$ cat src/u8vhe_pkg.sv
`timescale 1ns / 1ps
// ----------------------------------------------------------------------------
// UTF-8 validator package
// Shared command type, escape phase codes and byte classification helpers.
// ----------------------------------------------------------------------------
package u8vhe_pkg;

	// Number of output units one input can cause: up to three held bytes plus the current one.
	localparam int UNITS = 4;

	localparam logic [7:0] BACKSLASH = 8'h5C;
	localparam logic [3:0] NIBBLE_MASK = 4'hF;

	// Phases of a three-byte escape sequence.
	localparam logic [1:0] PH_BSL = 2'd0;
	localparam logic [1:0] PH_HI  = 2'd1;
	localparam logic [1:0] PH_LO  = 2'd2;

	// One command from the front end: a list of units, each a plain or an escaped byte.
	typedef struct packed {
		logic [UNITS-1:0][7:0] bytes;
		logic [UNITS-1:0]      esc;
		logic [2:0]            n;
	} cmd_t;

	// Upper-case hexadecimal digit for a nibble.
	function automatic logic [7:0] hex_digit(input logic [3:0] v);
		logic [7:0] r;
		if (v < 4'd10) begin
			r = 8'h30 + {4'h0, v};
		end else begin
			r = 8'h37 + {4'h0, v};
		end
		return r;
	endfunction

	// A byte that can never start a character: NUL, bare continuations, overlong and
	// out-of-range leads.
	function automatic logic start_bad(input logic [7:0] b);
		return (b == 8'h00) || ((b >= 8'h80) && (b <= 8'hC1)) || (b >= 8'hF5);
	endfunction

	// A byte that starts a multi-byte character.
	function automatic logic start_lead(input logic [7:0] b);
		return (b >= 8'hC2) && (b <= 8'hF4);
	endfunction

	// Total length of the character started by a lead byte.
	function automatic logic [2:0] lead_len(input logic [7:0] b);
		logic [2:0] r;
		if (b < 8'hE0) begin
			r = 3'd2;
		end else if (b < 8'hF0) begin
			r = 3'd3;
		end else begin
			r = 3'd4;
		end
		return r;
	endfunction

	// Whether a byte may follow the held bytes; the first continuation after
	// some leads has a narrower range.
	function automatic logic cont_ok(input logic first, input logic [7:0] lead,
			input logic [7:0] b);
		logic [7:0] lo;
		logic [7:0] hi;
		lo = 8'h80;
		hi = 8'hBF;
		if (first) begin
			unique case (lead)
				8'hE0: lo = 8'hA0;
				8'hED: hi = 8'h9F;
				8'hF0: lo = 8'h90;
				8'hF4: hi = 8'h8F;
				default: begin
				end
			endcase
		end
		return (b >= lo) && (b <= hi);
	endfunction

endpackage

$ cat src/u8vhe_front.sv
`timescale 1ns / 1ps
// ----------------------------------------------------------------------------
// UTF-8 validator front end
// Holds partial characters, classifies each incoming byte and, for each input
// with bytes to emit, issues a command that lists them and which to escape.
// ----------------------------------------------------------------------------
module u8vhe_front import u8vhe_pkg::*; (
	input  logic       clk,
	input  logic       arst_n,
	input  logic       take,
	input  logic       kind,
	input  logic [7:0] data_byte,
	output logic       cmd_push,
	output cmd_t       cmd
);

	logic [2:0][7:0] held_q;
	logic [2:0][7:0] held_d;
	logic [1:0]      cnt_q;
	logic [1:0]      cnt_d;
	logic [2:0]      need_q;
	logic [2:0]      need_d;
	logic [2:0]      cnt3;
	logic            b_bad;
	logic            b_lead;
	logic            b_ok;

	assign cnt3   = {1'b0, cnt_q};
	assign b_bad  = start_bad(data_byte);
	assign b_lead = start_lead(data_byte);
	assign b_ok   = cont_ok(cnt_q == 2'd1, held_q[0], data_byte);

	// Classify the transaction and work out the command and the next held state.
	always_comb begin
		held_d = held_q;
		cnt_d  = cnt_q;
		need_d = need_q;
		for (int i = 0; i < UNITS - 1; i++) begin
			cmd.bytes[i] = (3'(i) < cnt3) ? held_q[i] : data_byte;
		end
		cmd.bytes[UNITS-1] = data_byte;
		cmd.esc = '1;
		cmd.n   = 3'd0;
		if (kind) begin
			// End of stream: escape whatever is held.
			cmd.n  = cnt3;
			cnt_d  = 2'd0;
			need_d = 3'd0;
		end else if ((cnt_q != 2'd0) && b_ok) begin
			if ((cnt3 + 3'd1) >= need_q) begin
				// Character complete: emit it all unchanged.
				cmd.esc = '0;
				cmd.n   = cnt3 + 3'd1;
				cnt_d   = 2'd0;
				need_d  = 3'd0;
			end else begin
				for (int i = 0; i < 3; i++) begin
					if (cnt_q == 2'(i)) begin
						held_d[i] = data_byte;
					end
				end
				cnt_d = cnt_q + 2'd1;
			end
		end else begin
			// New start, possibly after escaping a broken held sequence.
			for (int i = 0; i < UNITS; i++) begin
				cmd.esc[i] = (3'(i) < cnt3) ? 1'b1 : b_bad;
			end
			if (b_lead) begin
				cmd.n     = cnt3;
				held_d[0] = data_byte;
				cnt_d     = 2'd1;
				need_d    = lead_len(data_byte);
			end else begin
				cmd.n  = cnt3 + 3'd1;
				cnt_d  = 2'd0;
				need_d = 3'd0;
			end
		end
	end

	assign cmd_push = take && (cmd.n != 3'd0);

	// Held character state.
	always_ff @(posedge clk or negedge arst_n) begin
		if (!arst_n) begin
			held_q <= '0;
			cnt_q  <= 2'd0;
			need_q <= 3'd0;
		end else if (take) begin
			held_q <= held_d;
			cnt_q  <= cnt_d;
			need_q <= need_d;
		end
	end

endmodule

$ cat src/u8vhe_cmd_fifo.sv
`timescale 1ns / 1ps
// ----------------------------------------------------------------------------
// UTF-8 validator command queue
// Small first-in first-out store of commands between front and back end.
// ----------------------------------------------------------------------------
module u8vhe_cmd_fifo import u8vhe_pkg::*; #(
	parameter int DEPTH = 4
) (
	input  logic clk,
	input  logic arst_n,
	input  logic push,
	input  cmd_t wr_cmd,
	output logic full,
	input  logic pop,
	output logic head_valid,
	output cmd_t head_cmd
);

	localparam int AW = (DEPTH > 1) ? $clog2(DEPTH) : 1;
	localparam int CW = $clog2(DEPTH + 1);

	cmd_t          mem_q [DEPTH];
	logic [AW-1:0] wr_ptr_q;
	logic [AW-1:0] rd_ptr_q;
	logic [CW-1:0] fill_q;
	logic          do_push;
	logic          do_pop;

	assign full       = (fill_q == CW'(DEPTH));
	assign head_valid = (fill_q != '0);
	assign head_cmd   = mem_q[rd_ptr_q];
	assign do_push    = push && !full;
	assign do_pop     = pop && head_valid;

	// Command storage.
	always_ff @(posedge clk) begin
		if (do_push) begin
			mem_q[wr_ptr_q] <= wr_cmd;
		end
	end

	// Pointers and fill level.
	always_ff @(posedge clk or negedge arst_n) begin
		if (!arst_n) begin
			wr_ptr_q <= '0;
			rd_ptr_q <= '0;
			fill_q   <= '0;
		end else begin
			if (do_push) begin
				wr_ptr_q <= (wr_ptr_q == AW'(DEPTH - 1)) ? '0 : wr_ptr_q + AW'(1);
			end
			if (do_pop) begin
				rd_ptr_q <= (rd_ptr_q == AW'(DEPTH - 1)) ? '0 : rd_ptr_q + AW'(1);
			end
			if (do_push && !do_pop) begin
				fill_q <= fill_q + CW'(1);
			end else if (do_pop && !do_push) begin
				fill_q <= fill_q - CW'(1);
			end
		end
	end

endmodule

$ cat src/u8vhe_back.sv
`timescale 1ns / 1ps
// ----------------------------------------------------------------------------
// UTF-8 validator back end
// Walks each command one output byte per cycle while the output is free and
// expands escapes to a backslash and two hex digits, counts them, saturating.
// ----------------------------------------------------------------------------
module u8vhe_back import u8vhe_pkg::*; (
	input  logic        clk,
	input  logic        arst_n,
	input  logic        head_valid,
	input  cmd_t        head_cmd,
	output logic        cmd_pop,
	output logic        empty,
	input  logic        pop,
	output logic [7:0]  out_byte,
	output logic        is_escape,
	output logic [31:0] escape_count,
	output logic        last
);

	logic [1:0]  unit_q;
	logic [1:0]  ph_q;
	logic [31:0] cnt_q;
	logic        ov_q;
	logic [7:0]  byte_q;
	logic        esc_q;
	logic [31:0] ecnt_q;
	logic        last_q;

	logic        adv;
	logic [7:0]  cur_byte;
	logic        cur_esc;
	logic        unit_done;
	logic        final_res;
	logic [7:0]  res_byte;
	logic [31:0] cnt_d;

	assign adv       = head_valid && (!ov_q || pop);
	assign cur_byte  = head_cmd.bytes[unit_q];
	assign cur_esc   = head_cmd.esc[unit_q];
	assign unit_done = !cur_esc || (ph_q == PH_LO);
	assign final_res = unit_done && (({1'b0, unit_q} + 3'd1) == head_cmd.n);
	assign cmd_pop   = adv && final_res;

	// Byte for the current phase of the current unit.
	always_comb begin
		res_byte = cur_byte;
		if (cur_esc) begin
			unique case (ph_q)
				PH_BSL: res_byte = BACKSLASH;
				PH_HI:  res_byte = hex_digit(cur_byte[7:4]);
				PH_LO:  res_byte = hex_digit(cur_byte[3:0] & NIBBLE_MASK);
				default: res_byte = BACKSLASH;
			endcase
		end
	end

	// The count steps once per escape, on its backslash, and saturates.
	always_comb begin
		cnt_d = cnt_q;
		if (cur_esc && (ph_q == PH_BSL) && (cnt_q != '1)) begin
			cnt_d = cnt_q + 32'd1;
		end
	end

	// Sequencing through units and escape phases.
	always_ff @(posedge clk or negedge arst_n) begin
		if (!arst_n) begin
			unit_q <= 2'd0;
			ph_q   <= PH_BSL;
			cnt_q  <= '0;
			ov_q   <= 1'b0;
		end else begin
			if (adv) begin
				cnt_q <= cnt_d;
				if (final_res) begin
					unit_q <= 2'd0;
					ph_q   <= PH_BSL;
				end else if (unit_done) begin
					unit_q <= unit_q + 2'd1;
					ph_q   <= PH_BSL;
				end else begin
					ph_q <= ph_q + 2'd1;
				end
			end
			if (adv) begin
				ov_q <= 1'b1;
			end else if (pop) begin
				ov_q <= 1'b0;
			end
		end
	end

	// Output register payload.
	always_ff @(posedge clk) begin
		if (adv) begin
			byte_q <= res_byte;
			esc_q  <= cur_esc;
			ecnt_q <= cnt_d;
			last_q <= final_res;
		end
	end

	assign empty        = !ov_q;
	assign out_byte     = byte_q;
	assign is_escape    = esc_q;
	assign escape_count = ecnt_q;
	assign last         = last_q;

endmodule

$ cat src/utf8_validate_hex_escape_core.sv
`timescale 1ns / 1ps
// An input's command is queued first; its first result is then held in the output register.
// One input per cycle is taken while the command queue has room; the back end emits
// one result per cycle while its output is free or popped, zero to twelve per input.
// The output port and the single-byte back end set the sustained rate.
// Reset clears held bytes, the escape count, the queue and the output valid flag.
// ----------------------------------------------------------------------------
// UTF-8 validator with backslash-hex escape
// Validates a UTF-8 byte stream and replaces bad bytes with hex escapes.
// ----------------------------------------------------------------------------
module utf8_validate_hex_escape_core import u8vhe_pkg::*; #(
	parameter int CMD_DEPTH = 4
) (
	input  logic        clk,
	input  logic        arst_n,
	input  logic        push,
	output logic        full,
	input  logic        kind,
	input  logic [7:0]  data_byte,
	output logic        empty,
	input  logic        pop,
	output logic [7:0]  out_byte,
	output logic        is_escape,
	output logic [31:0] escape_count,
	output logic        last
);

	logic take;
	logic cmd_push;
	cmd_t cmd;
	logic cmd_pop;
	logic head_valid;
	cmd_t head_cmd;

	// An input transaction completes whenever the queue has room.
	assign take = push && !full;

	u8vhe_front u_front (
		.clk       (clk),
		.arst_n    (arst_n),
		.take      (take),
		.kind      (kind),
		.data_byte (data_byte),
		.cmd_push  (cmd_push),
		.cmd       (cmd)
	);

	u8vhe_cmd_fifo #(
		.DEPTH (CMD_DEPTH)
	) u_fifo (
		.clk        (clk),
		.arst_n     (arst_n),
		.push       (cmd_push),
		.wr_cmd     (cmd),
		.full       (full),
		.pop        (cmd_pop),
		.head_valid (head_valid),
		.head_cmd   (head_cmd)
	);

	u8vhe_back u_back (
		.clk          (clk),
		.arst_n       (arst_n),
		.head_valid   (head_valid),
		.head_cmd     (head_cmd),
		.cmd_pop      (cmd_pop),
		.empty        (empty),
		.pop          (pop),
		.out_byte     (out_byte),
		.is_escape    (is_escape),
		.escape_count (escape_count),
		.last         (last)
	);

endmodule

$ cat config.mk
export PLATFORM = sky130hd
export DESIGN_NAME = utf8_validate_hex_escape_core
export DESIGN_NICKNAME = d
export VERILOG_FILES = /design/src/u8vhe_pkg.sv /design/src/u8vhe_front.sv /design/src/u8vhe_cmd_fifo.sv /design/src/u8vhe_back.sv /design/src/utf8_validate_hex_escape_core.sv
export SDC_FILE = /design/constraint.sdc
export NUM_CORES = 1
export LEC_CHECK = 0
export BUFFER_PORTS_ARGS = -buffer_cell sky130_fd_sc_hd__buf_2
export CAP_MARGIN = 20
export CORE_UTILIZATION = 56
export CTS_CLUSTER_SIZE = 25
export DETAILED_ROUTE_END_ITERATION = 10
export PLACE_DENSITY = 0.77
export SYNTH_ARGS = -nofsm -noshare
export SYNTH_HDL_FRONTEND = slang
export SYNTH_SLANG_ARGS = --single-unit
$ cat constraint.sdc
create_clock -name clk -period 3.48 [get_ports clk]
set_input_delay 0.348 -clock clk [delete_from_list [all_inputs] [get_ports clk]]
set_output_delay 0.348 -clock clk [all_outputs]
set_load 0.01 [all_outputs]
==> metrics <==
DRC Markers 0; area of the die 0.0225 sq mm; Synth Warn # 0; Data arrival, critical path 3.71 ns; most frequently used cell type in the post-synthesis netlist edfxtp_1; normalized max-slew margin 33.1%; via count of the routed design 7003; maximum VDD drop 0.450 mV; largest net degree at the start of global routing 74; cell chosen for the clock root clkbuf_16; leading post-synthesis cells by cell area edfxtp_1 (48%), dfrtp_1 (15%), mux4_1 (5.8%), mux2_2 (3.9%), xor2_1 (3.0%); total power 10.4 mW; max incr delay on CP 0.37 ns; DP Wirelength 15100 um; number of max-cap violations 0; total grt overflow 0; max-slew violations 0; number of instances in the synthesized netlist 820; count of antenna diodes in the layout 0; horizontal die dimension 150 um; quantity of I/O buffers inserted on ports 56; number of nets produced by synthesis 858; post-CTS clock slew at the launch and capture registers of the worst setup and hold paths 0.06 ns; Hold/Removal Path Class input port to flop; library cell occupying the most area in the post-synthesis netlist edfxtp_1; prevailing post-synth register cell edfxtp_1; initial antenna violation count 0; post-route cell area 0.0139 sq mm; TritonCTS clock tree yes; post-layout utilization of the core 65.4%; share of post-route cells with drive strength above 1 23.2%; die span in y 150 um; aggregate negative setup slack 0 ns; final worst slack 0.231 ns; WL final 23500 um; placed instance count 1146; Initial Util 57.8%; post-route minimum period 3.25 ns; final-report setup violation count 0; average footprint of a synthesized cell 15.0 sq um; maximum clock rate 308 MHz; mapped cell area 0.0123 sq mm; slew of the pin with the lowest slew margin 1.00 ns; worst setup timing slack at the placement stage 0.0999 ns; CTS sink cnt 271; top cells by count, synth edfxtp_1 (198), dfrtp_1 (73), nand2_1 (61); detail-routed net length per standard cell 19.5 um; worst-case hold slack 0.153 ns; first-pass GRT wire length 37700 um; worst-path cell with the longest stage delay dfrtp_1; count of distinct cell types in the synthesized netlist 70; static power due to leakage 5.08 nW; category of the critical setup timing path flop to flop; post-route ant nets 0; kind of launch point of the worst setup path flop; CTS H-tree lvls 1; cell-by-cell trace of the critical path inv_1, ha_1, nand4_1, nor3_2, and3_1, ha_1, nand4_1, nor2_1, o211ai_1, nor3_2, o31ai_2, ha_2, inv_1, fa_1, xor2_1, nor2_1, xor2_1; worst-case clock buffer depth 3; sequential cell area fraction in the yosys report 63.4%; status complete, no violations; worst clock skew 0.0128 ns; Clk Latency, worst-skew pair 0.54 ns; DR vias/cell 5.83; non-filler instance count after layout 1201; detailed router's first-iteration violation count 453; all-layer global routing usage 22.0%; ys async rst share 26.9%; number of optimization iterations in the first detailed-route pass 5; hold violation total from the final report 0; cts bufs inserted 28; required time of the worst setup path 3.94 ns; share of Yosys cell area claimed by the top area cell type 48.5%; I/O pin count 57; flip-flop and latch count after synthesis 271; floorplan row count 53; crit path capture type flop; EDFF count, synth 198; number of nets in the finished design 943; Synth-to-Final Area Change 13.1%; routability cong. 0.841; total cell area at the placement stage 0.0130 sq mm; total core area 0.0212 sq mm; number of global-route vias before repair 6877; fraction of the cycle the final worst path needs 93.4%; power per cell area 749 mW/mm^2; largest driver fanout on the critical path 4
final cells by class:
type | instances | area (sq um)
flip-flops and latches | 271 | 7770
fillers | 1482 | 7340
multi-input cells | 481 | 4170
clock buffers | 38 | 759
repair buffers | 92 | 621
well taps | 275 | 344
inverters | 31 | 118
clock inverters | 13 | 96.3
metal layers:
metal	track usage (%)	up-vias	share of wire, %
met5	0	-	0
met4	6.21	0	2.4
met3	3.45	49	5.3
met2	36.5	223	49
met1	30.2	3461	44
li1	-	3270	-
critical path, delay by kind of cell, from the launching register on:
kind	cells	cell delay (ns)
and+or+nand+nor	7	0.86
xor gates and xnor gates	2	0.33
DFF	1	0.37
buffers and inverters	2	0.13
AOI/OAI and AO/OA	2	0.52
adders and majority gates	4	0.97
where the power goes:
part           internal (mW)  switching (mW)  total [mW]  leakage (nW)
combinational           1.38            1.80        3.18          2.02
clock                   1.60            1.18        2.78         0.420
sequential              4.10           0.331        4.43          2.64
total                   7.09            3.31        10.4          5.08
worst paths after layout:
path / start / end / slack (ns) / cells past startpoint
min in group asynchronous: arst_n / u_back.cnt_q[0]$_DFFE_PN0P_ / 0.50 / 2
hold / removal: data_byte[0] / u_fifo.mem_q[0][31]$_DFFE_PP_ / 0.15 / 1
max in group asynchronous: arst_n / u_fifo.rd_ptr_q[0]$_DFFE_PN0P_ / 2.26 / 2
setup reg to reg: u_front.cnt_q[1]$_DFFE_PN0P_ / u_fifo.fill_q[2]$_DFFE_PN0P_ / 0.23 / 17
setup / recovery: u_front.cnt_q[1]$_DFFE_PN0P_ / u_fifo.fill_q[2]$_DFFE_PN0P_ / 0.23 / 17
hold reg to reg: u_front.held_q[23]$_DFFE_PN0P_ / u_front.held_q[23]$_DFFE_PN0P_ / 0.47 / 1
flip-flops by register name (all words and copies together) (netlist names):
name	flops
u_fifo.mem_q	156
u_back.cnt_q	32
u_back.escape_count	32
u_front.held_q	24
u_back.out_byte	8
u_fifo.fill_q	3
u_front.need_q	3
u_back.ph_q	2
u_back.unit_q	2
u_fifo.rd_ptr_q	2
u_fifo.wr_ptr_q	2
u_front.cnt_q	2
u_back.is_escape	1
u_back.last	1
u_back.ov_q	1
layout by cell type, fill, tap and decap left out, drive strengths merged, types with 4 or more instances in the layout:
cell,netlist,layout
a21o,9,9
a21oi,10,10
a22o,5,5
a22oi,5,5
and2,12,12
and3,6,6
and4,8,8
buf,18,90
clkbuf,19,38
clkinv,1,10
dfrtp,73,73
edfxtp,198,198
ha,24,24
inv,30,32
mux2,43,43
mux2i,5,5
mux4,40,40
nand2,63,63
nand2b,4,4
nand3,25,25
nand4,10,10
nor2,38,38
nor2b,7,7
nor3,28,28
nor4,9,9
o21ai,16,16
o31ai,4,4
or2,5,5
or3,6,6
xnor2,27,27
xor2,42,42
repair_timing:
| item | in CTS | in global routing |
|---|---|---|
| gates resized for setup | 0 | 4 |
| hold endpoints to repair | 5 | 0 |
| endpoints found under the setup margin | 0 | 35 |
| setup buffers | 0 | 2 |
| hold buffers | 2 | 0 |
kinds of logic after synthesis:
group                      synth area share (%)
and+or+nand+nor                            9.38
muxes                                      12.5
xor gates and xnor gates                   4.93
adders and majority gates                  2.61
buffers and inverters                      2.84
AOI/OAI and AO/OA                          4.36
DFF                                        63.4
Power figures use the tool's default switching activity.
